$ cat config.mk
export PLATFORM = sky130hd
export DESIGN_NAME = tcl_front
export DESIGN_NICKNAME = d
export VERILOG_FILES = /design/src/rtl/core/text_cursor_layout_unit_defines.svh /design/src/rtl/core/tcl_pkg.sv /design/src/rtl/core/tcl_front.sv
export SDC_FILE = /design/constraint.sdc
export NUM_CORES = 2
export LEC_CHECK = 0
export BUFFER_PORTS_ARGS = -buffer_cell sky130_fd_sc_hd__buf_4
export CAP_MARGIN = 20
export CORE_MARGIN = 2
export CORE_UTILIZATION = 40
export CTS_BUF_LIST = sky130_fd_sc_hd__clkbuf_2
export DETAILED_ROUTE_END_ITERATION = 10
export PLACE_DENSITY = 0.57
export SLEW_MARGIN = 20
export SYNTH_ARGS = -nofsm -noshare
export SYNTH_HDL_FRONTEND = slang
export SYNTH_SLANG_ARGS = --single-unit
$ cat constraint.sdc
create_clock -name clk -period 10.6 [get_ports clk]
set_input_delay 0.53 -clock clk [delete_from_list [all_inputs] [get_ports clk]]
set_output_delay 0.53 -clock clk [all_outputs]
set_load 0.1 [all_outputs]
$ cat src/rtl/core/text_cursor_layout_unit_defines.svh
// ---------------------------------------------------------------------------
// Text cursor layout unit: assertion macros.
// Same-cycle and next-cycle property checks on clk with rst as the disable.
// ---------------------------------------------------------------------------
`ifndef TEXT_CURSOR_LAYOUT_UNIT_DEFINES_SVH
`define TEXT_CURSOR_LAYOUT_UNIT_DEFINES_SVH
`ifndef SYNTHESIS
`define TCLU_ASSERT_SAME(label, ante, cons) \
  label: assert property (@(posedge clk) disable iff (rst) (ante) |-> (cons)) \
    else $error("text_cursor_layout_unit: same-cycle check failed");
`define TCLU_ASSERT_NEXT(label, ante, cons) \
  label: assert property (@(posedge clk) disable iff (rst) (ante) |=> (cons)) \
    else $error("text_cursor_layout_unit: next-cycle check failed");
`else
`define TCLU_ASSERT_SAME(label, ante, cons)
`define TCLU_ASSERT_NEXT(label, ante, cons)
`endif
`endif

$ cat src/rtl/core/tcl_pkg.sv
// ---------------------------------------------------------------------------
// Text cursor layout package
// Character classes, register indexes and the item passed from the front end
// to the layout engine.
// ---------------------------------------------------------------------------
package tcl_pkg;

  localparam logic [15:0] CH_TAB   = 16'h0009;
  localparam logic [15:0] CH_LF    = 16'h000A;
  localparam logic [15:0] CH_CR    = 16'h000D;
  localparam logic [15:0] CH_SPACE = 16'h0020;

  localparam logic [16:0] TAB_ADVANCE = 17'd4;

  typedef enum logic [2:0] {
    CLS_PRINT,
    CLS_SPACE,
    CLS_TAB,
    CLS_LF,
    CLS_CR,
    CLS_CTRL
  } cls_t;

  typedef enum logic [2:0] {
    CFG_ORIGIN_X,
    CFG_ORIGIN_Y,
    CFG_CELL_WIDTH,
    CFG_CELL_HEIGHT,
    CFG_BOX_WIDTH,
    CFG_BOX_HEIGHT,
    CFG_CUT_OFF,
    CFG_TEXT_COLOR
  } cfg_idx_t;

  typedef struct packed {
    cls_t        cls;
    logic        first;
    logic [15:0] entry;
  } item_t;

endpackage

$ cat src/rtl/core/tcl_front.sv
// ---------------------------------------------------------------------------
// Text cursor layout front end
// Accepts items, writes and reads the glyph table, classifies characters and
// hands one classified item at a time to the queue.
// ---------------------------------------------------------------------------
module tcl_front
  import tcl_pkg::*;
#(
  parameter int GLYPH_ENTRIES = 256
) (
  input  logic        clk,
  input  logic        rst,
  input  logic        in_valid,
  output logic        in_ready,
  input  logic        req_type,
  input  logic        first_of_string,
  input  logic [15:0] code_point,
  input  logic [7:0]  glyph_col,
  input  logic [7:0]  glyph_row,
  output logic        push_valid,
  input  logic        push_ready,
  output item_t       push_item
);

  localparam int IDX_W = $clog2(GLYPH_ENTRIES);

  logic [15:0]      mem [GLYPH_ENTRIES];
  logic [15:0]      rdata;
  logic             clearing;
  logic [IDX_W-1:0] clr_idx;
  logic             stage_valid;
  cls_t             stage_cls;
  logic             stage_first;
  logic             stage_in_table;
  logic             accept;
  logic             in_table;
  logic             push;
  cls_t             cls;
  logic [IDX_W-1:0] idx;

  assign in_table = ({1'b0, code_point} < 17'(GLYPH_ENTRIES));
  assign idx      = code_point[IDX_W-1:0];
  assign push     = stage_valid && push_ready;
  assign in_ready = !clearing && (!stage_valid || push_ready);
  assign accept   = in_valid && in_ready;

  always_comb begin
    case (code_point)
      CH_TAB:   cls = CLS_TAB;
      CH_LF:    cls = CLS_LF;
      CH_CR:    cls = CLS_CR;
      CH_SPACE: cls = CLS_SPACE;
      default: begin
        if (code_point < CH_SPACE) begin
          cls = CLS_CTRL;
        end else begin
          cls = CLS_PRINT;
        end
      end
    endcase
  end

  // The table is swept to zero after reset, one entry per cycle.
  always_ff @(posedge clk) begin
    if (rst) begin
      clearing <= 1'b1;
      clr_idx  <= '0;
    end else if (clearing) begin
      clr_idx <= clr_idx + 1'b1;
      if (clr_idx == IDX_W'(GLYPH_ENTRIES - 1)) begin
        clearing <= 1'b0;
      end
    end
  end

  always_ff @(posedge clk) begin
    if (clearing) begin
      mem[clr_idx] <= '0;
    end else if (accept && req_type && in_table) begin
      mem[idx] <= {glyph_row, glyph_col};
    end
  end

  always_ff @(posedge clk) begin
    if (accept && !req_type) begin
      rdata <= mem[idx];
    end
  end

  always_ff @(posedge clk) begin
    if (rst) begin
      stage_valid <= 1'b0;
    end else if (accept && !req_type) begin
      stage_valid <= 1'b1;
    end else if (push) begin
      stage_valid <= 1'b0;
    end
  end

  always_ff @(posedge clk) begin
    if (accept && !req_type) begin
      stage_cls      <= cls;
      stage_first    <= first_of_string;
      stage_in_table <= in_table;
    end
  end

  assign push_valid      = stage_valid;
  assign push_item.cls   = stage_cls;
  assign push_item.first = stage_first;
  assign push_item.entry = stage_in_table ? rdata : 16'h0000;

endmodule

======== Yosys cells after proc, flatten, opt, wreduce, memory -nomap -nowiden ========
Memory sizes are Yosys's and may differ from the RTL's. A register that Yosys moved wholly into a read port is not among the register bits.
Cells that the tools add are included.
operators by class
  reductions and logical operators ........ 12
  magnitude comparators ................... 2
  mux-type cells .......................... 15
  eq/ne operators ......................... 5
  add/sub/neg operators ................... 1
operators with widths
  cell                 number
  $eq 16x4->1 const B  3
  $mux 16              2
  $eq 16x6->1 const B  1
  $lt 16x6->1 const B  1
  $lt 16x9->1 const B  1
  $reduce_or 16->1     1
  $pmux 3 s4           1
  $mux 1               10
  $add 8x1->8 const B  1
  $eq 8x8->1 const B   1
  $mux 8               1
  $logic_and 1x1->1    6
  $logic_not 1->1      3
  $mux 3               1
  $reduce_bool 2->1    1
  $logic_or 1x1->1     1
storage, ports and cells
  register bits ........................... 15
  bits in writable memories ............... 4,096
  memories kept ........................... 1
  logic and storage cells ................. 42
  output and inout port bits .............. 22
memory list
  memory  depth  width  read ports  clocked after memory_dff  wr ports  line             source
  mem     256    16     1           1                         1         tcl_front.sv:27  logic [15:0] mem [GLYPH_ENTRIES];

======== Depth between registers and ports, before layout ========
  depth in word-level cells ............... 11
  gate-level depth with buffers ........... 13
  gate-level depth less buffers ........... 7

======== Least setup slack after synthesis ========
OpenSTA, ideal clock, no wires.
  kind .................................... flip-flop to flip-flop
  from .................................... register stage_valid (netlist: push_valid)
  to ...................................... memory mem[0][10], data pin
  period minus slack after synthesis ...... 7.611 ns
  library setup time ...................... 0.870 ns
  required time ........................... 9.730 ns
  path buffers ............................ 4
  arrival ................................. 6.741 ns
  path slack .............................. 2.989 ns
  stages on the path, launching flop included .. 9
  path through ............................ dfxtp_1 nor2b_1 nor2_1 and4_4 buf_6 buf_6 buf_2 clkbuf_1 and2_1
on the way
  cells in the longest elaborated chain, start to end .. 11
ends and longest elaborated chain
  what                             line             source
  from (decl)                      tcl_front.sv:31  logic stage_valid;
  from (signal assigned)           tcl_front.sv:92  stage_valid <= 1'b0;
  from (signal assigned)           tcl_front.sv:94  stage_valid <= 1'b1;
  from (signal assigned)           tcl_front.sv:96  stage_valid <= 1'b0;
  $logic_not 1->1                  tcl_front.sv:44  assign in_ready = !clearing && (!stage_valid || push_ready);
  $logic_or 1x1->1                 tcl_front.sv:44
  $logic_and 1x1->1                tcl_front.sv:44
  named net in_ready               tcl_front.sv:14  output logic in_ready,
  $logic_and 1x1->1                tcl_front.sv:45  assign accept = in_valid && in_ready;
  $logic_and 1x1->1 (2 in series)  tcl_front.sv:79  end else if (accept && req_type && in_table) begin
  $mux 1                           tcl_front.sv:79
  $mux 1                           tcl_front.sv:77  if (clearing) begin
  $mux 1 (not written as such)     tcl_front.sv:80  mem[idx] <= {glyph_row, glyph_col};
  $reduce_or 16->1 (no line)       --
  $mux 16 (no line)                --
  to (decl)                        tcl_front.sv:27
The timed path passes the listed nets, and every way through them passes these cells.

======== Final worst setup path ========
  from .................................... input code_point[10]
  to ...................................... memory mem[159][15], data pin
on the way
  cells in the longest elaborated chain, start to end .. 7
ends and longest elaborated chain
  what                          line             source
  from (decl)                   tcl_front.sv:17  input logic [15:0] code_point,
  $lt 16x9->1                   tcl_front.sv:41  assign in_table = ({1'b0, code_point} < 17'(GLYPH_ENTRIES));
  named net in_table            tcl_front.sv:36  logic in_table;
  $logic_and 1x1->1             tcl_front.sv:79
  $mux 1                        tcl_front.sv:79
  $mux 1                        tcl_front.sv:77
  $mux 1 (not written as such)  tcl_front.sv:80
  $reduce_or 16->1 (no line)    --
  $mux 16 (no line)             --
The timed path passes the listed nets, and every way through them passes these cells.

==> run summary <==
The number of hold violations in the final report is 0, and the global routing met2 resource utilization is 37.5%. The tightest min-delay check is of the in -> reg type. For the met1 global-route usage, the log shows 32.8%. At the worst endpoint, the required time is 12.38 ns.

The worst-case clock buffer depth was 5; the register area was 124000 um2. The data arrival time at the worst-slack endpoint is 8.12 ns. The tools report the launch instance of the worst register-to-register path as push_valid$_SDFFE_PP0P_. The run gives 0 as the remaining antenna violation count after routing. The final-report setup violation count was 0. In this run, synthesis produced a sequential element count of 4127.

Of all nets on the critical path, the largest fanout is 67. The logs give 5 for the first-pass iteration count of the detailed router and 0 for the post-CTS resize count. Yosys attributes the largest share of cell area to sky130_fd_sc_hd__edfxtp_1 78%, sky130_fd_sc_hd__mux4_2 13%, sky130_fd_sc_hd__mux2i_1 2.4%, sky130_fd_sc_hd__nor2_1 0.72%, sky130_fd_sc_hd__a22oi_1 0.59%.

After synthesis, flip-flops and latches occupy 77.6% of the total area. The initialized floorplan defines 231 standard-cell rows. The area share of the largest cell type after synthesis is 77.5%, and the post-synthesis average cell area is 21.7 um2. In the final routed layout, each cell accounts on average for 34.5 um.

The number of nets in the finished design is 8556. The post-route netlist has 34.0% of its cells at a drive strength greater than 1. After synthesis the cells add up to 159000 um2.

For this run the aggregate overflow at the end of global routing stands at 0. The number of primary I/O pins was 60; the critical path's largest stage delay was 0.80 ns. The logs give 497000 um for the final wirelength and 0 ns for the total negative slack.

The post-route standard cell area excluding fillers was 177000 um2; the number of DRC violations after detailed-routing iteration 0 was 11961. The synthesized design contains 4117 enable-type register cells. The tools report the number of pins with negative max-slew slack in the final report as 0. The total number of H-tree levels was 7. The overall die width was 635 um; the global-route wire length before repair was 682000 um.

For this block, the via count after detailed routing is 85712. TritonCTS created 1112 clock buffers. After detailed routing, the number of remaining DRC violations is 0.

The multi-input gate area in the final layout is 33500 um2. The worst setup path is launched from an input pin. The total routing resource utilization after global routing came out at 24.4%.

Routing layer with the top usage in global route: met2. The final setup skew was 0.285 ns. Critical setup path kind: in -> reg. The congestion estimate from routability-driven global placement came to 0.877.

The half-perimeter wire length after placement is 290000 um, and the worst-skew pair later-pin latency is 2.28 ns. Via count of the first global-routing pass: 85973. The flow ran to the end, and the final reports show no timing, DRC or antenna violations. The die covers 404000 um2.

Clock-pin slew was measured on the worst setup and hold paths at 0.10 ns. Once the floorplan was initialized, standard cells occupied 40.2% of the core. The largest vdd supply drop came out at 0.103 mV. The logs give 181 for the maximum number of pins on one net before global-route repair and 40 for the number of antenna violations at the first check in global routing. The run gives 396000 um2 as the core area. Setup repair after global routing left no endpoint under its margin. The analysis attributes to cell leakage a power of 65.3 nW. From bottom edge to top edge, the die measures 635 um.

The number of clock sinks seen by CTS came out at 4127. For the pin with the worst max-slew slack, the measured transition is 1.25 ns. The library cell contributing the largest single delay on the critical path was sky130_fd_sc_hd__dlygate4sd3_1.

Fill cells in the final layout number 33952. The tool flagged a number of max-cap violations equal to 0. The logs give 7393 for the number of nets in the synthesized netlist and 158 MHz for the peak clock frequency supported by timing. The shortest period the worst path allows works out to 6.34 ns. The number of buffers inserted by port buffering works out to 59. The async set-reset flop share out of synthesis came out at 0%.

The total number of yosys warnings is 0. The routing usage on met3 was 6.05%; the area growth from synthesis to layout was 11.1%. Category of the worst setup path capture point: a flip-flop.

The netlist uses 91 different library cells. The signal on the critical path passes through dlygate4sd3_1 -> buf_4 -> dlygate4sd3_1 -> or4_1 -> dlygate4sd3_1 -> nor2_4 -> dlygate4sd3_1 -> dlygate4sd3_1 -> and4_4 -> buf_12 -> and2_4 -> dlygate4sd3_1 -> buf_12 -> buf_4 -> buf_4. The tools report the clock root buffer as sky130_fd_sc_hd__clkbuf_2. The average vias per placed instance was 5.96. The tools report the critical path startpoint as code_point[10].

The most common flop cell mapped by yosys is sky130_fd_sc_hd__edfxtp_1. Launch instance of the worst min-delay path: glyph_col[5]. TritonCTS built the clock tree.

The run gives 15.3% as the relative max-transition margin. Dividing total power by cell area gives a power density of 165 nW/um2. Portion of the clock cycle consumed by the worst path in the final layout: 59.8%. The tools report the area after detailed placement as 167000 um2. Counting stages on the worst path, the most repeated cell is sky130_fd_sc_hd__dlygate4sd3_1. The instance count of the mapped netlist came out at 7354. Summed over all instances, the cell type with the most area after synthesis is sky130_fd_sc_hd__edfxtp_1.
-- cell usage after synthesis (10+ instances only) --
master / count
sky130_fd_sc_hd__buf_4: 108
sky130_fd_sc_hd__a221oi_1: 22
sky130_fd_sc_hd__nor3_1: 46
sky130_fd_sc_hd__and2_1: 35
sky130_fd_sc_hd__nor4_1: 10
sky130_fd_sc_hd__buf_1: 16
sky130_fd_sc_hd__edfxtp_1: 4117
sky130_fd_sc_hd__o21ai_0: 44
sky130_fd_sc_hd__a22oi_1: 125
sky130_fd_sc_hd__mux2_2: 11
sky130_fd_sc_hd__o22ai_1: 118
sky130_fd_sc_hd__a2111oi_0: 13
sky130_fd_sc_hd__buf_6: 64
sky130_fd_sc_hd__o221ai_1: 42
sky130_fd_sc_hd__a21oi_1: 100
sky130_fd_sc_hd__nand2_1: 240
sky130_fd_sc_hd__mux4_2: 895
sky130_fd_sc_hd__dfxtp_1: 10
sky130_fd_sc_hd__nand2b_1: 15
sky130_fd_sc_hd__buf_2: 126
sky130_fd_sc_hd__nor2b_1: 11
sky130_fd_sc_hd__a31oi_1: 23
sky130_fd_sc_hd__clkbuf_1: 114
sky130_fd_sc_hd__a211oi_1: 78
sky130_fd_sc_hd__mux2i_1: 381
sky130_fd_sc_hd__nand4_1: 12
sky130_fd_sc_hd__nand3_1: 42
sky130_fd_sc_hd__nor2_1: 304
sky130_fd_sc_hd__a22o_1: 18
sky130_fd_sc_hd__a32oi_1: 30
sky130_fd_sc_hd__o21ai_1: 15
-- stage by stage --
step	utilization [%]	hold slack [ns]	std cells	power [W]	setup WS, ns
2_1_floorplan	-	0.517	7354	0.0186	2.99
3_3_place_gp	42.1	0.561	12516	0.0191	4.69
3_5_place_dp	42.2	0.579	12524	0.0191	4.96
4_1_cts	44.7	0.0127	14358	0.0294	4.67
5_1_grt	44.7	0.00365	14375	0.0302	4.37
6_report	44.7	0.0896	14382	0.0292	4.26
-- power breakdown --
part	switching, W	total (W)	internal [W]
sequential	0.00000618	0.0177	0.0177
clock	0.00630	0.0104	0.00410
combinational	0.000773	0.00111	0.000332
-- critical path: cells and delay by family --
kind                   cells  cell delay, ns
AND/OR/NAND/NOR            4            1.35
buffers and inverters     11            5.93
-- registers in the layout (all words and copies together) (netlist names) --
name            count
rdata              16
clr_idx             8
stage_in_table      1
push_valid          1
stage_first         1
clearing            1
mem              4096
stage_cls           3
-- cells by family after synthesis --
logic type | share of synthesized area (%)
buf+inv | 1.79
flops | 77.6
fa+ha+maj | 0.00784
compound gates | 3.16
simple gates | 2.24
xor+xnor | 0.0384
mux | 15.1
-- area by class of cell --
cell class	count	share of cell area [%]
clock inverter	200	0.637
antenna	21	0.0297
multi-input combinational	2782	18.9
clock buffer	1516	4.28
timing repair buffer	487	2.53
inverter	7	0.0191
sequential	4127	69.9
tap	5242	3.70
-- per-layer routing --
layer  share of wire, %  up-vias
met5              0.022        -
met4                4.5       16
met3                 10      964
met2                 47     5164
met1                 38    45695
li1                   -    33873
-- cell usage in the layout, fill, tap and decap left out, drive strengths merged, types with 21 or more instances in the layout --
cell / n
edfxtp: 4117
clkbuf: 1516
mux4: 895
mux2i: 381
buf: 381
nor2: 305
nand2: 243
clkinv: 164
a22oi: 125
o22ai: 118
dlygate4sd3: 106
a21oi: 100
a211oi: 79
o21ai: 66
nand3: 58
nor3: 46
o221ai: 42
and2: 35
a32oi: 30
inv: 29
a221oi: 23
a31oi: 23
diode: 21
-- what timing repair did --
action	in CTS	in global routing
setup buffers	0	0
hold buffers	118	0
hold endpoints to repair	6655	0
-- final timing paths --
kind / end / slack (ns) / depth (start not counted)
worst max-delay path: mem[159][15]$_DFFE_PP_ / 4.26 / 15
worst min-delay path: mem[21][5]$_DFFE_PP_ / 0.09 / 4
worst max register to register: mem[159][15]$_DFFE_PP_ / 5.45 / 9
worst min register to register: clr_idx[1]$_SDFFE_PP0P_ / 0.59 / 2
Power figures use the tool's default switching activity.
