[src/rtl/core/text_cursor_layout_unit_defines.svh]
// ---------------------------------------------------------------------------
// Text cursor layout unit: assertion macros.
// Same-cycle and next-cycle property checks on clk with rst as the disable.
// ---------------------------------------------------------------------------
`ifndef TEXT_CURSOR_LAYOUT_UNIT_DEFINES_SVH
`define TEXT_CURSOR_LAYOUT_UNIT_DEFINES_SVH
`ifndef SYNTHESIS
`define TCLU_ASSERT_SAME(label, ante, cons) \
  label: assert property (@(posedge clk) disable iff (rst) (ante) |-> (cons)) \
    else $error("text_cursor_layout_unit: same-cycle check failed");
`define TCLU_ASSERT_NEXT(label, ante, cons) \
  label: assert property (@(posedge clk) disable iff (rst) (ante) |=> (cons)) \
    else $error("text_cursor_layout_unit: next-cycle check failed");
`else
`define TCLU_ASSERT_SAME(label, ante, cons)
`define TCLU_ASSERT_NEXT(label, ante, cons)
`endif
`endif

[src/rtl/core/tcl_pkg.sv]
// ---------------------------------------------------------------------------
// Text cursor layout package
// Character classes, register indexes and the item passed from the front end
// to the layout engine.
// ---------------------------------------------------------------------------
package tcl_pkg;

  localparam logic [15:0] CH_TAB   = 16'h0009;
  localparam logic [15:0] CH_LF    = 16'h000A;
  localparam logic [15:0] CH_CR    = 16'h000D;
  localparam logic [15:0] CH_SPACE = 16'h0020;

  localparam logic [16:0] TAB_ADVANCE = 17'd4;

  typedef enum logic [2:0] {
    CLS_PRINT,
    CLS_SPACE,
    CLS_TAB,
    CLS_LF,
    CLS_CR,
    CLS_CTRL
  } cls_t;

  typedef enum logic [2:0] {
    CFG_ORIGIN_X,
    CFG_ORIGIN_Y,
    CFG_CELL_WIDTH,
    CFG_CELL_HEIGHT,
    CFG_BOX_WIDTH,
    CFG_BOX_HEIGHT,
    CFG_CUT_OFF,
    CFG_TEXT_COLOR
  } cfg_idx_t;

  typedef struct packed {
    cls_t        cls;
    logic        first;
    logic [15:0] entry;
  } item_t;

endpackage

[src/rtl/core/tcl_queue.sv]
// ---------------------------------------------------------------------------
// Text cursor layout queue
// Two-entry queue of classified items between the front end and the layout
// engine.
// ---------------------------------------------------------------------------
module tcl_queue
  import tcl_pkg::*;
(
  input  logic  clk,
  input  logic  rst,
  input  logic  push_valid,
  output logic  push_ready,
  input  item_t push_item,
  output logic  pop_valid,
  input  logic  pop_ready,
  output item_t pop_item
);

  item_t      slots [2];
  logic       wr_ptr;
  logic       rd_ptr;
  logic [1:0] count;
  logic       push;
  logic       pop;

  assign push_ready = (count != 2'd2);
  assign pop_valid  = (count != 2'd0);
  assign push       = push_valid && push_ready;
  assign pop        = pop_valid && pop_ready;
  assign pop_item   = slots[rd_ptr];

  always_ff @(posedge clk) begin
    if (rst) begin
      wr_ptr <= 1'b0;
      rd_ptr <= 1'b0;
      count  <= 2'd0;
    end else begin
      if (push) begin
        wr_ptr <= ~wr_ptr;
      end
      if (pop) begin
        rd_ptr <= ~rd_ptr;
      end
      if (push && !pop) begin
        count <= count + 2'd1;
      end else if (pop && !push) begin
        count <= count - 2'd1;
      end
    end
  end

  always_ff @(posedge clk) begin
    if (push) begin
      slots[wr_ptr] <= push_item;
    end
  end

endmodule

[config.mk]
export PLATFORM = sky130hd
export DESIGN_NAME = tcl_queue
export DESIGN_NICKNAME = d
export VERILOG_FILES = /design/src/rtl/core/text_cursor_layout_unit_defines.svh /design/src/rtl/core/tcl_pkg.sv /design/src/rtl/core/tcl_queue.sv
export SDC_FILE = /design/constraint.sdc
export NUM_CORES = 1
export LEC_CHECK = 0
export BUFFER_PORTS_ARGS = -buffer_cell sky130_fd_sc_hd__buf_2
export CAP_MARGIN = 25
export CORE_MARGIN = 2
export CORE_UTILIZATION = 40
export DETAILED_ROUTE_END_ITERATION = 6
export PLACE_DENSITY = 0.68
export SKIP_LAST_GASP = 1
export SLEW_MARGIN = 20
export SYNTH_ARGS = -nofsm -noshare
export SYNTH_HDL_FRONTEND = slang
export SYNTH_SLANG_ARGS = --single-unit
[constraint.sdc]
create_clock -name clk -period 2.6 [get_ports clk]
set_input_delay 0 -clock clk [delete_from_list [all_inputs] [get_ports clk]]
set_output_delay 0 -clock clk [all_outputs]
set_load 0.02 [all_outputs]
Word level (Yosys, flattened, before mapping):

Memories as Yosys holds them, arrays and structs flattened. A register that Yosys moved wholly into a read port is not among the register bits.
Cells that the tools add are included.

* bits in registers: 4
* memory bits (writable): 40
* input bits: 24
* output and inout bits: 22
* word-level logic and storage cells: 23
* memories: 1

Memories
* slots: words 2, bits a word 20, read ports 1, clocked after memory_dff 1, write ports 1, line tcl_queue.sv:19 `item_t slots [2];`

* add/subtract/negate cells: 2
* equality and inequality tests: 1
* muxes and demuxes: 6
* bitwise logic cells: 2
* reductions and logical operators: 8

Operators with widths (number)
* 1-bit logical AND: 4
* 1-bit two-way mux: 4
* 2-bit two-way mux: 2
* 2-bit nonzero test: 2
* 2-bit by 1-bit adder with 2-bit output, second input constant: 1
* 1-bit zero test: 2
* 2-bit != test, second input constant: 1
* 1-bit NOT: 2
* 2-bit by 1-bit subtractor with 2-bit output, second input constant: 1

Longest topological paths before layout:

Gate-level depths: netlist (run 1).

* depth after elaboration: 6
* gate-level depth with buffers: 6
* gate-level depth less buffers: 6

Worst setup path before layout (run 1):

OpenSTA, ideal clock, no wires.

* kind: flip-flop to flip-flop
* start point: register count[0]
* end point: memory slots[1][0] (netlist name), enable pin
* library setup time: 0.378 ns
* arrival time: 1.291 ns
* data required time: 2.222 ns
* slack: 0.931 ns
* stages on the path, launching flop included: 3
* path buffers: 0
* clock period less this slack: 1.669 ns
* cells stage by stage: dfxtp_1 > nand2b_1 > and3_1

* word-level cells in the longest chain between the ends: 4

Ends and longest elaborated chain
* start: declaration: line tcl_queue.sv:22 `logic [1:0] count;`
* start signal: assignment: line tcl_queue.sv:45 `count <= count + 2'd1;`
* start signal: assignment: line tcl_queue.sv:47 `count <= count - 2'd1;`
* 2-bit != test: line tcl_queue.sv:26 `assign push_ready = (count != 2'd2);`
* named net push_ready: line tcl_queue.sv:12 `output logic push_ready,`
* 1-bit logical AND: line tcl_queue.sv:28 `assign push = push_valid && push_ready;`
* 1-bit two-way mux: line tcl_queue.sv:53 `if (push) begin`
* 1-bit two-way mux (not written as such): line tcl_queue.sv:54 `slots[wr_ptr] <= push_item;`
* end: declaration: line tcl_queue.sv:19

The timed path passes the listed nets, and every way through them passes these cells.

==> reports/qor.txt, run 1 <==
Cell Area, Synth = 0.00166 sq mm
RR Startpoint = count[0]$_SDFFE_PP0P_
final setup TNS = 0 ps
Root Driver = clkbuf_8
Logic pwr share = 0.281
Clock Power Share = 0.240
Cells after Synth = 86
register area = 0.00130 sq mm
leading area contributor after synthesis = edfxtp_1
core box area = 0.00400 sq mm
sw power = 605 uW
I/O pin count = 46
Die H = 68.4 um
Cells after DPL = 180
Final period util = 0.685
Final Hold Fails = 0
final slew viol count = 0
CP Max Fanout = 20
switching portion of total power = 0.294
largest net degree at the start of global routing = 21
Crit path arrival time = 1780 ps
proportion of layout cells with a drive suffix above 1 = 0.472
area of the multi-input gates = 344 sq um
Pwr Density = 909 mW/mm^2
Slew HR = 0.400
Cell Int Power = 1.45 mW
minimum clock period = 1780 ps
H-tree levels = 2
Chip Width = 68.4 um
path depth of the worst reg2reg path = 3
row count = 23
WP data required = 2600 ps
Initial Util = 0.415
largest cells by area after synthesis = edfxtp_1 72%, mux2_2 14%, dfxtp_1 6.0%
final core occ = 0.566
synth unique cells = 17
sequential area share after synthesis = 0.784
DR WL/cell = 13.6 um
clk_lat worst skew = 280 ps
Routed WL = 2840 um
Iteration-0 DRC Markers = 22
LEAKAGE = 0.870 nW
GRT overflow = 0
total CTS buffers = 5
DIE AREA = 0.00468 sq mm
layout net count = 183
Syn-to-layout area delta = 36.5%
first-pass GRT wire length = 4500 um
status = finished, final reports clean
clk buf depth = 2
drt first pass iters = 4
CP startpoint kind = flop
antenna violations before repair = 0
Final Non-Filler Cells = 209
vias in the first global route = 1,016
setup violators final = 0
Reg power frac = 0.479
post-DP HPWL = 1930 um
clock slew at reported path FFs = 80 ps
hold path startpoint = push_valid
Tot GR Track Use = 0.137
CTS tree = done
clk_skew = 5.16 ps
Fillers = 320
Worst Tran Pin Value = 898 ps
clk sinks = 45
Critical Path End Type = primary output
Max VDD drop = 521 uV
post-CTS setup buffers = 0
RSZ-0062 raised after global routing = no
Vias = 967
post-route cell area = 0.00226 sq mm
Setup WS pre-CTS = 889 ps
Avg Inst Size Synth = 19.3 sq um
r2r setup slk = 910 ps
Worst Slack Setup Final = 818 ps
Synth warnings = 0
via/cell ratio = 4.63
worst hold path type = primary input to flop
kind of critical path = flop to primary output
top-area cell type share of the netlist area = 0.724
FMAX = 561 MHz
DRC = 0
r2r endpoint = slots[1][0]$_DFFE_PP_
syn nets = 111
register bit total from synthesis = 45
placed standard-cell area = 0.00194 sq mm
worst setup path endpoint = pop_item[6]
Placer Congestion = 0.656
# diodes = 0
Max Cap Violations = 0
Post-DRT Antenna Nets = 0
Buffers on Ports = 45
==> critical path, stage by stage, from the launching register on <==
cell	delay, ps
dfxtp_1	910
mux2_2	420
buf_2	160
==> synthesized netlist by cell type <==
cell type,count
edfxtp_1,40
mux2_2,20
dfxtp_1,5
nor2_1,3
xor2_1,3
a21oi_1,2
buf_2,2
o21ai_0,2
a21bo_2,1
and2_1,1
and3_1,1
ha_1,1
inv_1,1
nand2b_1,1
nand3b_1,1
or2_2,1
or3_1,1
==> per-stage QoR <==
step	hold slack, ps	power (mW)
after detailed placement	194	1.56
after floorplan	69.1	1.38
final	37.9	2.06
after global routing	42.8	2.18
after global placement	189	1.54
after CTS	28.6	2.09
==> final cells by class <==
| type | instances | share of cell area |
|---|---|---|
| timing repair buffer | 67 | 0.196 |
| multi-input combinational | 38 | 0.152 |
| tap | 50 | 0.0276 |
| clock inverter | 3 | 0.0182 |
| sequential | 45 | 0.575 |
| clock buffer | 5 | 0.0304 |
| inverter | 1 | 0.00166 |
==> registers in the layout (all words and copies together) (netlist names), named ones only <==
signal	cells
count	2
rd_ptr	1
slots	40
wr_ptr	1
==> routing by layer <==
metal	vias to the layer above	GRT usage	part of all wire
met5	-	0	0
met4	0	0.0450	0.0035
met3	2	0.0493	0.051
met2	27	0.262	0.57
met1	467	0.135	0.38
li1	471	-	-
==> how the worst min path moves through the flow <==
stage          slack (ps)  cells after the start                    end
2_1_floorplan          70                      1  count[1]$_SDFFE_PP0P_
3_3_place_gp          190                      1  slots[0][4]$_DFFE_PP_
3_5_place_dp          190                      1  slots[1][7]$_DFFE_PP_
4_1_cts                30                      3    wr_ptr$_SDFFE_PP0P_
5_1_grt                40                      3    wr_ptr$_SDFFE_PP0P_
6_report               40                      3    wr_ptr$_SDFFE_PP0P_
==> placed cells by master, fill, tap and decap left out, drive strengths merged <==
master / instances
xor2: 3
or3: 1
o21ai: 2
dfxtp: 5
nand2b: 1
dlygate4sd3: 21
a21oi: 2
clkinvlp: 1
nor2: 3
bufinv: 1
nand3b: 1
buf: 46
mux2: 20
and2: 1
ha: 1
clkbuf: 5
or2: 1
edfxtp: 40
a21bo: 1
clkinv: 1
inv: 1
and3: 1
==> power groups by stage <==
stage	clock network, mW	registers [mW]	logic [mW]
floorplan	0	0.950	0.432
global placement	0	0.995	0.546
detailed placement	0	1.00	0.561
CTS	0.509	0.989	0.588
global route	0.546	1.00	0.630
finish	0.494	0.986	0.579
==> cell families after synthesis <==
| family | after synthesis | share of synthesized area |
|---|---|---|
| multiplexers | 20 | 0.136 |
| buffers and inverters | 3 | 0.00829 |
| XOR/XNOR | 3 | 0.0158 |
| flip-flops | 45 | 0.784 |
| adder cells (fa/ha/maj) | 1 | 0.00754 |
| AO/OA/AOI/OAI | 5 | 0.0181 |
| AND/OR/NAND/NOR | 9 | 0.0302 |
==> repair_timing <==
| action | CTS | global route |
|---|---|---|
| hold buffers | 21 | 0 |
| resized for setup | 0 | 0 |
| hold endpoints to repair | 45 | 0 |
Note: power is estimated with default switching activity, not from simulation.
==> inputs of run 2 (changes only) <==
--- a/config.mk
+++ b/config.mk
@@ -5,12 +5,13 @@
 export SDC_FILE = /design/constraint.sdc
 export NUM_CORES = 1
 export LEC_CHECK = 0
+export ABC_AREA = 1
 export BUFFER_PORTS_ARGS = -buffer_cell sky130_fd_sc_hd__buf_2
 export CAP_MARGIN = 25
 export CORE_MARGIN = 2
 export CORE_UTILIZATION = 40
 export DETAILED_ROUTE_END_ITERATION = 6
-export PLACE_DENSITY = 0.68
+export PLACE_DENSITY = 0.67
 export SKIP_LAST_GASP = 1
 export SLEW_MARGIN = 20
 export SYNTH_ARGS = -nofsm -noshare
==> constraint.sdc (replaced) <==
create_clock -name clk -period 1.9 [get_ports clk]
set_input_delay 0 -clock clk [delete_from_list [all_inputs] [get_ports clk]]
set_output_delay 0 -clock clk [all_outputs]
set_load 0.02 [all_outputs]
==> run 2 against run 1 <==
Effect of this change:
- core utilization down 1.9 points
- die area rose by 6.2%
- wire length grew 5.8%
- hold slack worse by 4.1 ps
- first-iteration DRC count fell by 14%
- sequential power is 33% higher
- critical path type is now flop to flop
- register-to-register slack got worse by 460 ps
- final area rose by 3.8%
==> reports/qor.txt, run 2 <==
status = finished, final reports clean
Post-synth EDFFs = 40
syn nets = 124
max reg flops = 40
antenna violations before repair = 0
DRT met1 WL = 1030 um
Vias = 1,051
Post-Synth XOR/XNOR Area = 0
commonest cells in the netlist = 40 x edfxtp_1, 20 x mux2_4, 7 x nand2_1, 7 x nor2_1, 6 x inv_1
final setup TNS = 0 ps
clk sinks = 45
Cell Area, Synth = 0.00177 sq mm
minimum clock period = 1450 ps
FMAX = 689 MHz
Crit path arrival time = 1670 ps
CTS tree = done
WP data required = 2120 ps
total CTS buffers = 5
simple-gate share of the synthesized area = 0.0460
Max Cap Violations = 0
CP max stage cell = dfxtp_1
# hold bufs at CTS = 21
DRC = 0
layout net count = 198
WL met2 = 1790 um
# diodes = 0
top-area cell type share of the netlist area = 0.679
share of flip-flops with an asynchronous set or reset = 0
Main synth FF type = edfxtp_1
via/cell ratio = 4.67
post-CTS setup buffers = 0
CP Max Fanout = 4
worst hold path type = primary input to flop
Iteration-0 DRC Markers = 19
met3 wire length = 144 um
clk buf depth = 2
clk_skew = 4.59 ps
row count = 24
post-DP HPWL = 1980 um
Final period util = 0.764
GRT overflow = 0
Worst Slack Setup Final = 448 ps
Final Hold Fails = 0
Avg Inst Size Synth = 17.9 sq um
Max VDD drop = 643 uV
I/O pin count = 46
H-tree levels = 2
register bit total from synthesis = 45
area share of fa/ha/maj cells after synthesis = 0.00708
Clock Power Share = 0.185
LEAKAGE = 0.966 nW
Initial Util = 0.412
largest cells by area after synthesis = edfxtp_1 68%, mux2_4 17%, dfxtp_1 5.7%
commonest non-fill, non-tap cell in the layout = buf_2
vias in the first global route = 1,163
leading area contributor after synthesis = edfxtp_1
Setup WS pre-CTS = 481 ps
Largest Register = slots
Cells after DPL = 197
kind of critical path = flop to flop
slowest cell delay on critical path = 390 ps
clk_lat worst skew = 280 ps
Buffers on Ports = 45
main combinational cell family by area after synthesis = multiplexers
first-pass GRT wire length = 4810 um
Synth warnings = 0
CP startpoint kind = flop
final core occ = 0.547
Slew HR = 0.755
worst path cell trace = inv_1 -> nand2_1 -> nand2_1 -> ha_1 -> inv_1 -> nand3_1 -> nand2_1 -> inv_1 -> nor2_1
CP bufs+invs = 3
Crit path max-delay family = simple AND/OR/NAND/NOR gates
proportion of layout cells with a drive suffix above 1 = 0.457
synth unique cells = 14
largest net degree at the start of global routing = 21
Reg power frac = 0.469
Logic pwr share = 0.346
Root Driver = clkbuf_8
DR WL/cell = 13.4 um
Chip Width = 70.5 um
core box area = 0.00429 sq mm
final slew viol count = 0
count leader, synth = edfxtp_1
commonest cells after routing, fill and taps aside = 45 x buf_2, 40 x edfxtp_1, 21 x dlygate4sd3_1, 20 x mux2_4, 7 x nand2_1
smallest hold slack = 33.8 ps
top sig layer = met4
Worst Tran Pin Value = 368 ps
setup violators final = 0
post-cts resize count = 0
biggest registers after layout = slots: 40 flops, count: 2 flops
sequential area share after synthesis = 0.736
Syn-to-layout area delta = 32.9%
Pwr Density = 1190 mW/mm^2
Critical Path End Type = flop
Routed WL = 3000 um
clock slew at reported path FFs = 70 ps
switching portion of total power = 0.312
Post-DRT Antenna Nets = 0
Final Non-Filler Cells = 225
Cell Int Power = 1.92 mW
drt first pass iters = 4
post-synthesis mux area share = 0.170
Tot GR Track Use = 0.131
Die H = 70.5 um
Cells after Synth = 99
DIE AREA = 0.00497 sq mm
Synth Area in Compound Gates = 0.0113
RSZ-0062 raised after global routing = no
sw power = 871 uW
Placer Congestion = 0.618
run 2: changes by cell type after synthesis, sizes merged, moves of 2 or more:
cell,before,now
xor2,3,0
inv,1,8
nand2,0,9
nor2,3,7
nand3,0,2
run 2: final timing paths:
| kind | start | to | slack, ps | cells after the start |
|---|---|---|---|---|
| hold / removal | pop_ready | flop | 30 | 3 |
| setup reg to reg | count[1]$_SDFFE_PP0P_ | count[1]$_SDFFE_PP0P_ | 450 | 9 |
| setup / recovery | count[1]$_SDFFE_PP0P_ | count[1]$_SDFFE_PP0P_ | 450 | 9 |
| hold reg to reg | count[0]$_SDFFE_PP0P_ | count[0]$_SDFFE_PP0P_ | 530 | 2 |
run 2: stage by stage:
stage	instance area, sq um	power, mW
global route	2350	2.91
finish	2350	2.79
floorplan	1770	2.00
CTS	2350	2.81
detailed placement	2060	2.26
global placement	2060	2.20
run 2: power groups by stage:
| stage | Sequential (mW) | Combinational [mW] | Clock, mW |
|---|---|---|---|
| 5_1_grt | 1.32 | 1.03 | 0.566 |
| 3_3_place_gp | 1.32 | 0.888 | 0 |
| 3_5_place_dp | 1.33 | 0.937 | 0 |
| 6_report | 1.31 | 0.964 | 0.517 |
| 4_1_cts | 1.31 | 0.971 | 0.532 |
| 2_1_floorplan | 1.32 | 0.684 | 0 |
run 2: cell families (layout without fill, tap and decap cells):
group	after synthesis	count (layout)
simple gates	19	19
buf+inv	10	84
fa+ha+maj	1	1
mux	20	20
flops	45	45
compound gates	4	4
run 2: layout make-up:
type | count | area (sq um)
Fill cell | 357 | 1940
Sequential cell | 45 | 1300
Timing Repair Buffer | 69 | 458
Multi-Input combinational cell | 44 | 419
Clock buffer | 6 | 72.6
Tap cell | 52 | 65.1
Inverter | 8 | 30.0
Clock inverter | 1 | 3.75
run 2: worst min-delay path: cells and delay by family:
family / cells / cell delay (ps)
and+or+nand+nor: 1 / 90
AOI/OAI and AO/OA: 1 / 80
buffers and inverters: 1 / 100
run 2: per-layer routing:
layer / vias to the layer above / track usage
met1: 516 / 0.108
met2: 24 / 0.263
li1: 507 / -
met4: 0 / 0.0684
met3: 4 / 0.0447
met5: - / 0
