**src/rtl/core/text_cursor_layout_unit_defines.svh**
```systemverilog
// ---------------------------------------------------------------------------
// Text cursor layout unit: assertion macros.
// Same-cycle and next-cycle property checks on clk with rst as the disable.
// ---------------------------------------------------------------------------
`ifndef TEXT_CURSOR_LAYOUT_UNIT_DEFINES_SVH
`define TEXT_CURSOR_LAYOUT_UNIT_DEFINES_SVH
`ifndef SYNTHESIS
`define TCLU_ASSERT_SAME(label, ante, cons) \
  label: assert property (@(posedge clk) disable iff (rst) (ante) |-> (cons)) \
    else $error("text_cursor_layout_unit: same-cycle check failed");
`define TCLU_ASSERT_NEXT(label, ante, cons) \
  label: assert property (@(posedge clk) disable iff (rst) (ante) |=> (cons)) \
    else $error("text_cursor_layout_unit: next-cycle check failed");
`else
`define TCLU_ASSERT_SAME(label, ante, cons)
`define TCLU_ASSERT_NEXT(label, ante, cons)
`endif
`endif

```
**src/rtl/core/tcl_pkg.sv**
```systemverilog
// ---------------------------------------------------------------------------
// Text cursor layout package
// Character classes, register indexes and the item passed from the front end
// to the layout engine.
// ---------------------------------------------------------------------------
package tcl_pkg;

  localparam logic [15:0] CH_TAB   = 16'h0009;
  localparam logic [15:0] CH_LF    = 16'h000A;
  localparam logic [15:0] CH_CR    = 16'h000D;
  localparam logic [15:0] CH_SPACE = 16'h0020;

  localparam logic [16:0] TAB_ADVANCE = 17'd4;

  typedef enum logic [2:0] {
    CLS_PRINT,
    CLS_SPACE,
    CLS_TAB,
    CLS_LF,
    CLS_CR,
    CLS_CTRL
  } cls_t;

  typedef enum logic [2:0] {
    CFG_ORIGIN_X,
    CFG_ORIGIN_Y,
    CFG_CELL_WIDTH,
    CFG_CELL_HEIGHT,
    CFG_BOX_WIDTH,
    CFG_BOX_HEIGHT,
    CFG_CUT_OFF,
    CFG_TEXT_COLOR
  } cfg_idx_t;

  typedef struct packed {
    cls_t        cls;
    logic        first;
    logic [15:0] entry;
  } item_t;

endpackage

```
**src/rtl/core/tcl_back.sv**
```systemverilog
// ---------------------------------------------------------------------------
// Text cursor layout engine
// Holds the registers and the cursor, steps the cursor for each item and
// drives the registered draw command.
// ---------------------------------------------------------------------------
module tcl_back
  import tcl_pkg::*;
#(
  parameter int GLYPH_SIZE = 8
) (
  input  logic        clk,
  input  logic        rst,
  input  logic        cfg_valid,
  input  logic [2:0]  cfg_index,
  input  logic [31:0] cfg_data,
  input  logic        pop_valid,
  output logic        pop_ready,
  input  item_t       pop_item,
  output logic        out_valid,
  input  logic        out_ready,
  output logic [31:0] draw_x,
  output logic [31:0] draw_y,
  output logic [15:0] src_x,
  output logic [15:0] src_y,
  output logic [23:0] color
);

  localparam logic [15:0] GSIZE = 16'(GLYPH_SIZE);

  logic [31:0] origin_x;
  logic [31:0] origin_y;
  logic [15:0] cell_width;
  logic [15:0] cell_height;
  logic [15:0] box_width;
  logic [15:0] box_height;
  logic        cut_off;
  logic [23:0] text_color;

  // Column and row are kept together with their pixel offsets, which are
  // rebuilt by one multiplication after a cell size changes.
  logic [15:0] col;
  logic [15:0] row;
  logic [31:0] col_px;
  logic [31:0] row_px;
  logic        stopped;
  logic        resync;

  logic [15:0] col_e;
  logic [15:0] row_e;
  logic [31:0] col_px_e;
  logic [31:0] row_px_e;
  logic        stop_e;
  logic [15:0] col_next;
  logic [15:0] row_next;
  logic [31:0] col_px_next;
  logic [31:0] row_px_next;
  logic        stopped_next;
  logic        draw;
  logic        advance;
  logic        is_tab;
  logic        row_inc;
  logic [16:0] col_sum;
  logic [17:0] inc_px;
  logic [33:0] px_sum;
  logic        pop;

  assign pop_ready = !resync && (!out_valid || out_ready);
  assign pop       = pop_valid && pop_ready;

  always_ff @(posedge clk) begin
    if (rst) begin
      origin_x    <= 32'd0;
      origin_y    <= 32'd0;
      cell_width  <= 16'd8;
      cell_height <= 16'd8;
      box_width   <= 16'd0;
      box_height  <= 16'd0;
      cut_off     <= 1'b0;
      text_color  <= 24'hFFFFFF;
      resync      <= 1'b0;
    end else begin
      resync <= 1'b0;
      if (cfg_valid) begin
        case (cfg_index)
          CFG_ORIGIN_X:    origin_x <= cfg_data;
          CFG_ORIGIN_Y:    origin_y <= cfg_data;
          CFG_CELL_WIDTH: begin
            cell_width <= cfg_data[15:0];
            resync     <= 1'b1;
          end
          CFG_CELL_HEIGHT: begin
            cell_height <= cfg_data[15:0];
            resync      <= 1'b1;
          end
          CFG_BOX_WIDTH:   box_width <= cfg_data[15:0];
          CFG_BOX_HEIGHT:  box_height <= cfg_data[15:0];
          CFG_CUT_OFF:     cut_off <= cfg_data[0];
          CFG_TEXT_COLOR:  text_color <= cfg_data[23:0];
          default: ;
        endcase
      end
    end
  end

  assign col_e    = pop_item.first ? 16'd0 : col;
  assign row_e    = pop_item.first ? 16'd0 : row;
  assign col_px_e = pop_item.first ? 32'd0 : col_px;
  assign row_px_e = pop_item.first ? 32'd0 : row_px;
  assign stop_e   = pop_item.first ? 1'b0 : stopped;

  assign is_tab  = (pop_item.cls == CLS_TAB);
  assign col_sum = {1'b0, col_e} + (is_tab ? TAB_ADVANCE : 17'd1);
  assign inc_px  = is_tab ? {cell_width, 2'b00} : {2'b00, cell_width};
  assign px_sum  = {2'b00, col_px_e} + {16'd0, inc_px}
                 - (col_sum[16] ? {2'b00, cell_width, 16'd0} : 34'd0);

  always_comb begin
    col_next     = col_e;
    row_next     = row_e;
    col_px_next  = col_px_e;
    row_px_next  = row_px_e;
    stopped_next = stop_e;
    draw         = 1'b0;
    advance      = 1'b0;
    row_inc      = 1'b0;
    if (!stop_e) begin
      if ((box_height != 16'd0) && cut_off && (row_px_e > {16'd0, box_height})) begin
        stopped_next = 1'b1;
      end else if (!((pop_item.cls == CLS_SPACE) && (col_e == 16'd0))) begin
        case (pop_item.cls)
          CLS_TAB:   advance = 1'b1;
          CLS_LF: begin
            col_next    = 16'd0;
            col_px_next = 32'd0;
            row_inc     = 1'b1;
          end
          CLS_CR: begin
            col_next    = 16'd0;
            col_px_next = 32'd0;
          end
          CLS_PRINT, CLS_SPACE: begin
            advance = 1'b1;
            draw    = 1'b1;
          end
          default: ;
        endcase
        if (advance) begin
          col_next    = col_sum[15:0];
          col_px_next = px_sum[31:0];
        end
        if ((box_width != 16'd0) && (col_px_next >= {16'd0, box_width})) begin
          col_next    = 16'd0;
          col_px_next = 32'd0;
          row_inc     = 1'b1;
        end
        if (row_inc) begin
          row_next    = row_e + 16'd1;
          row_px_next = (row_e == 16'hFFFF) ? 32'd0 : row_px_e + {16'd0, cell_height};
        end
      end
    end
  end

  always_ff @(posedge clk) begin
    if (rst) begin
      col     <= 16'd0;
      row     <= 16'd0;
      col_px  <= 32'd0;
      row_px  <= 32'd0;
      stopped <= 1'b0;
    end else if (resync) begin
      col_px <= {16'd0, col} * {16'd0, cell_width};
      row_px <= {16'd0, row} * {16'd0, cell_height};
    end else if (pop) begin
      col     <= col_next;
      row     <= row_next;
      col_px  <= col_px_next;
      row_px  <= row_px_next;
      stopped <= stopped_next;
    end
  end

  always_ff @(posedge clk) begin
    if (rst) begin
      out_valid <= 1'b0;
    end else if (pop && draw) begin
      out_valid <= 1'b1;
    end else if (out_ready) begin
      out_valid <= 1'b0;
    end
  end

  always_ff @(posedge clk) begin
    if (pop && draw) begin
      draw_x <= origin_x + col_px_e;
      draw_y <= origin_y + row_px_e;
      src_x  <= {8'd0, pop_item.entry[7:0]} * GSIZE;
      src_y  <= {8'd0, pop_item.entry[15:8]} * GSIZE;
      color  <= text_color;
    end
  end

endmodule

```
**config.mk**
```make
export PLATFORM = sky130hd
export DESIGN_NAME = tcl_back
export DESIGN_NICKNAME = d
export VERILOG_FILES = /design/src/rtl/core/text_cursor_layout_unit_defines.svh /design/src/rtl/core/tcl_pkg.sv /design/src/rtl/core/tcl_back.sv
export SDC_FILE = /design/constraint.sdc
export NUM_CORES = 2
export LEC_CHECK = 0
export BUFFER_PORTS_ARGS = -buffer_cell sky130_fd_sc_hd__buf_2
export CAP_MARGIN = 20
export CORE_ASPECT_RATIO = 0.6
export CORE_MARGIN = 3
export CORE_UTILIZATION = 45
export DETAILED_ROUTE_END_ITERATION = 12
export SKIP_CTS_REPAIR_TIMING = 1
export SYNTH_ARGS = -nofsm -noshare
export SYNTH_HDL_FRONTEND = slang
export SYNTH_SLANG_ARGS = --single-unit
```
**constraint.sdc**
```tcl
create_clock -name clk -period 35.6 [get_ports clk]
set_input_delay 1.78 -clock clk [delete_from_list [all_inputs] [get_ports clk]]
set_output_delay 1.78 -clock clk [all_outputs]
set_load 0.01 [all_outputs]
```
Word level (Yosys, flattened, before mapping)

Index checks and enable logic that the tools add are counted.

Add/subtract/negate cells: 7
Multipliers: 2
$lt $le $gt $ge: 2
Equal/unequal tests: 12
Mux-type cells: 54
Bitwise logic cells: 2
Reduce and logical (&&, ||, !) cells: 31

Operator list:

| cell                    | number |
|---|---|
| $mux W32                | 21 |
| $mux W16                | 12 |
| $add A32 B32 Y32        | 2 |
| $mul A16 B16 Y32        | 2 |
| $add A32 B16 Y32        | 1 |
| $add A32 B18 Y32        | 1 |
| $ge A32 B16 Y1          | 1 |
| $gt A32 B16 Y1          | 1 |
| $reduce_bool A16 Y1     | 2 |
| $sub A32 B32 Y32        | 1 |
| $mux W1                 | 19 |
| $mux W18                | 1 |
| $reduce_and A2 Y1       | 9 |
| $add A16 B3 Y17         | 1 |
| $add A16 B1 Y16 const B | 1 |
| $eq A16 B16 Y1 const B  | 1 |
| $logic_not A16 Y1       | 1 |
| $eq A3 B3 Y1 const B    | 5 |
| $eq A3 B2 Y1 const B    | 4 |
| $reduce_or A2 Y1        | 4 |
| $logic_and A1 B1 Y1     | 7 |
| $eq A3 B1 Y1 const B    | 2 |
| $logic_not A3 Y1        | 2 |
| $reduce_bool A2 Y1      | 2 |
| 5 further kinds         | 7 |

Flip-flop bits (word level): 356
Input port bits: 60
Output and inout port bits: 122
Logic and storage cells: 130

Logic depth before layout (Yosys ltp)

Depth in word-level cells: 22
Depth in mapped cells: 34
Mapped depth without buffers: 28

Worst setup path before layout

Ideal clock, no wire load.

Path type: input port to flip-flop
Start point: in pop_item[16] (netlist name)
End point: reg color[0], enable pin
Setup time: 697 ps
Arrival: 11,753 ps
Required time: 34,903 ps
Slack: 23,150 ps
Stages: 14
Path buffers: 5
Path through: clkbuf_1 -> clkbuf_1 -> clkbuf_1 -> clkbuf_1 -> buf_1 -> nor2b_1 -> ha_1 -> o21a_1 -> o21a_1 -> o21a_1 -> o21ai_0 -> o21ai_0 -> o41a_1 -> nor3_1

Longest elaborated chain between the ends: 7
Elaborated cells between the ends (all ways): 11
Classes of those cells: 1 x order compare; 6 x mux; 4 x reduce/logical

Ends and longest elaborated chain:

| what                                                   | line            | RTL |
|---|---|---|
| start: declaration                                     | tcl_back.sv:18  | `input item_t pop_item,` |
| branches (longest 5 deep; another with $gt A32 B16 Y1) | --              |  |
| $mux W1 (*)                                            | tcl_back.sv:126 | `if (!stop_e) begin` |
| $logic_and A1 B1 Y1 (*)                                | tcl_back.sv:194 | `if (pop && draw) begin` |
| end signal: assignment                                 | tcl_back.sv:199 | `color <= text_color;` |
| end: declaration                                       | tcl_back.sv:25  | `output logic [23:0] color` |

Mark *: on every way between the ends.
A chain may end at the register's enable or synchronous reset.

Worst setup path in the final report

Start point: in pop_item[17] (netlist name)
End point: reg row_px[25]

Longest elaborated chain between the ends: 22
Elaborated cells between the ends (all ways): 36
Classes of those cells: 3 x add/sub; 1 x order compare; 4 x eq/ne; 23 x mux; 5 x reduce/logical

Ends and longest elaborated chain:

| what                                                      | line            | RTL |
|---|---|---|
| branches (longest 17 deep; another with $add A32 B18 Y32) | --              |  |
| $mux W32 (*)                                              | tcl_back.sv:129 | `end else if (!((pop_item.cls == CLS_SPACE) && (col_e == 16'd0))) begin` |
| $mux W32 (*)                                              | tcl_back.sv:127 | `if ((box_height != 16'd0) && cut_off && (row_px_e > {16'd0, box_height})) begin` |
| $mux W32 (*)                                              | tcl_back.sv:126 |  |
| $mux W32 (*)                                              | tcl_back.sv:174 | `end else if (pop) begin` |
| $mux W32 (*)                                              | tcl_back.sv:171 | `end else if (resync) begin` |
| end signal: assignment                                    | tcl_back.sv:173 | `row_px <= {16'd0, row} * {16'd0, cell_height};` |
| end signal: assignment                                    | tcl_back.sv:178 | `row_px <= row_px_next;` |
| end: declaration                                          | tcl_back.sv:44  | `logic [31:0] row_px;` |

Mark *: on every way between the ends. The select of a mux whose other input is x is not followed.

==> metrics <==
per-cell routed wire length 21.3 microns; area share of the largest cell type after synthesis 20.7%; Max clock buf depth 3; wire length of the first global-routing pass ~190000 microns; input/output buffers 165; via count between 30k and 40k; clock tree skew after final layout 0.0353 ns; Max Slew Vio Count 0; number of sinks driven by the clock tree around 360; Crit. End Element flop; Die W approximately 380 microns; r2r setup slk approximately 28 ns; row count 81; Placed Area ~40000 sq um; Rel. slew slack 24.4%; Max Fclk around 120 MHz; cell area after technology mapping around 38000 sq um; cts bufs inserted 34; max capacitance violation total 0; mean post-synth cell area around 8.4 sq um; First DRT Iteration DRCs between 2k and 3k; Initial Util approximately 46%; detailed-placement wirelength estimate 92600 microns; insertion delay of the later-clocked pin in the worst-skew pair about 0.59 ns; Setup crit start pop_item[17]; H-Tree Depth 2; final cycle utilization of the critical path a little under a quarter; status finished, final reports clean; origin of the critical flop-to-flop path cell_width[1]; data required time at the worst endpoint approximately 36 ns; endpoint of the lowest-slack register-to-register path col_px[31]; # DRC 0; number of synthesized flops with an enable pin between 100 and 150; register clock-pin slew on the reported worst setup and hold paths 0.07 ns; fraction of power consumed by the clock network between 30% and 40%; die area between 80000 and 90000 sq um; Vias per Instance between 5 and 6; number of antenna violations at the first check in global routing 2; total congestion overflow after global routing 0; endpoint arrival time on the critical path around 9 ns; startpoint type of the worst setup path primary input; switching power of the nets ~350 uW; root buf cell clkbuf_16; setup-violating endpoint count in the final report 0; count of unique library cells instantiated by Yosys a little over 90; via count of the first global-routing pass roughly 31k; dominant synthesized flop cell dfxtp_1; total routed wirelength 121000 microns; switching share of power ~33%; share of flip-flops with an asynchronous set or reset after synthesis 0%; Final Hold Fails 0; aggregate negative setup slack 0 ns; RSZ-0062 raised after global routing no; worst setup path class in -> reg; Std-Cell Core Area 82600 sq um; leak pwr 18.4 nW; maximum number of pins on one net before global-route repair 79; worst-case reg-to-reg path depth 25; Max FO, Critical Path 17; number of ports placed on the die boundary approximately 180; worst supply voltage drop on vdd approximately 30 uV; stage delay of the slowest cell on the critical path between 0.8 and 0.9 ns; Synth-to-Final Area Change 8.07%; global router's overall resource usage 27.2%; Post-DRT Antenna Nets 0; post-synthesis cell type with the largest combined area fa_1; synthesized flop and latch total between 300 and 400; routability congestion estimate from global placement 1.02; synthesized instance count ~4.5k; Die H around 230 microns; Syn. warnings 0; nets 5384; largest cells by area after synthesis fa_1 (21%), dfxtp_1 (13%), ha_1 (13%); sequential share of power about two fifths; min-delay worst type reg -> reg; first drt pass iteration count 6; CTS tree yes; combinational group share of total power 21.9%; Worst Max-Slew Pin Slew approximately 1.1 ns; total power density per cell area about 26 nW/um^2; Pwr Total between 1 and 1.5 mW; critical path endpoint row_px[25]; Final min period between 8 and 9 ns; share of post-route cells with drive strength above 1 between 7 and 8%; crit path max-delay cell type nor4_4; summed area of non-filler cells in the final layout 41100 sq um; total internal power approximately 700 uW; fraction of the yosys area taken by sequential cells between 20% and 30%
## power groups by stage
stage	Combinational [mW]	Clock, mW	Sequential (mW)
6_report	0.232	0.390	0.440
4_1_cts	0.226	0.393	0.440
2_1_floorplan	0.155	0	0.446
3_3_place_gp	0.225	0	0.449
3_5_place_dp	0.224	0	0.449
5_1_grt	0.251	0.409	0.441
## critical path, delay by kind of cell
kind / cells / cell delay, ns
buf+inv: 4 / 0.83
xor+xnor: 1 / 0.22
fa+ha+maj: 4 / 1.13
compound gates: 8 / 2.12
simple gates: 8 / 2.80
## per-stage QoR
stage                     hold WS (ns)  std cells  worst slack, ns  util, %
after global routing             0.437       5695            26.80     49.7
after global placement           0.413       5632            26.94     48.3
final                            0.430       5697            27.14     49.7
after floorplan                  0.408       4516            23.15        -
after detailed placement         0.415       5632            26.80     48.3
after CTS                        0.431       5693            27.39     49.7
## cells in the mapped netlist (all sizes together) (5+ instances only)
library cell,instances
o221ai,6
o21ai,106
or2,11
ha,381
and4,5
o31ai,10
or3,22
a211oi,47
nor2b,83
nand2b,25
and2,188
a22oi,24
mux2i,17
a221oi,30
a211o,5
a21boi,7
o21bai,18
nand2,818
nand4,27
nand3,82
a41oi,5
nand3b,7
o41ai,5
dfxtp,252
a31oi,19
a2111oi,17
a21o,65
buf,38
nor3,61
a21oi,301
xnor2,98
nor2,157
nor3b,10
clkbuf,215
nor4,35
fa,393
o21a,23
and3,27
inv,583
xor2,69
or4,6
edfxtp,104
o22ai,29
o211ai,13
## how the worst min path moves through the flow
stage,startpoint,to,cells after the start
2_1_floorplan,text_color[0],color[0],0
3_3_place_gp,text_color[2],color[2],0
3_5_place_dp,text_color[10],color[10],0
4_1_cts,text_color[10],color[10],0
5_1_grt,text_color[7],color[7],0
6_report,text_color[2],color[2],0
## placed cells by master (no fill, tap or decap), types with 12 or more instances in the layout
cell type	synthesis	routed
nand2_1	818	818
inv_1	581	581
fa_1	393	393
ha_1	381	381
a21oi_1	300	299
dfxtp_1	252	251
and2_1	187	187
buf_2	6	163
nor2_1	155	154
edfxtp_1	104	104
xnor2_1	98	98
o21ai_0	95	94
buf_4	18	86
nor2b_1	83	83
nand3_1	81	81
xor2_1	69	69
a21o_1	65	65
nor3_1	60	58
a211oi_1	47	47
clkbuf_16	0	34
a221oi_1	30	30
nor4_1	29	29
o22ai_1	29	29
nand4_1	27	27
and3_1	27	27
nand2b_1	25	25
a22oi_1	24	24
o21a_1	23	23
or3_1	22	22
a31oi_1	18	18
o21bai_1	18	18
mux2i_1	17	17
conb_1	1	16
a2111oi_0	15	15
o211ai_1	12	12
## flip-flops by register name, indices dropped and copies added (netlist names), 24 cells and up
name / cells
origin_x: 32
color: 24
origin_y: 32
draw_x: 32
col_px: 32
row_px: 32
draw_y: 32
text_color: 24
## area by class of cell
type / count / area [sq um]
Inverter: 584 / 2190
Fill cell: 8026 / 41500
Multi-Input combinational cell: 3323 / 26700
Timing Repair Buffer: 251 / 1480
Antenna cell: 2 / 5.00
Clock inverter: 20 / 230
Tap cell: 1120 / 1400
Sequential cell: 356 / 8170
Clock buffer: 41 / 907
## per-layer routing
layer	up-vias	global-route usage [%]	part of all wire, %
met5	-	0	0.027
met4	4	4.68	1.7
met3	136	8.33	11
met2	1233	37.6	39
met1	15488	41.7	48
li1	14876	-	-
## kinds of logic after synthesis
| group | after synthesis | share of synthesized area [%] |
|---|---|---|
| flops | 356 | 21.5 |
| mux | 19 | 0.507 |
| buf+inv | 837 | 8.51 |
| compound gates | 772 | 13.0 |
| fa+ha+maj | 774 | 33.2 |
| simple gates | 1575 | 19.4 |
| other cells | 1 | 0.00987 |
| xor+xnor | 167 | 3.85 |
(Power assumes the default switching activity.)
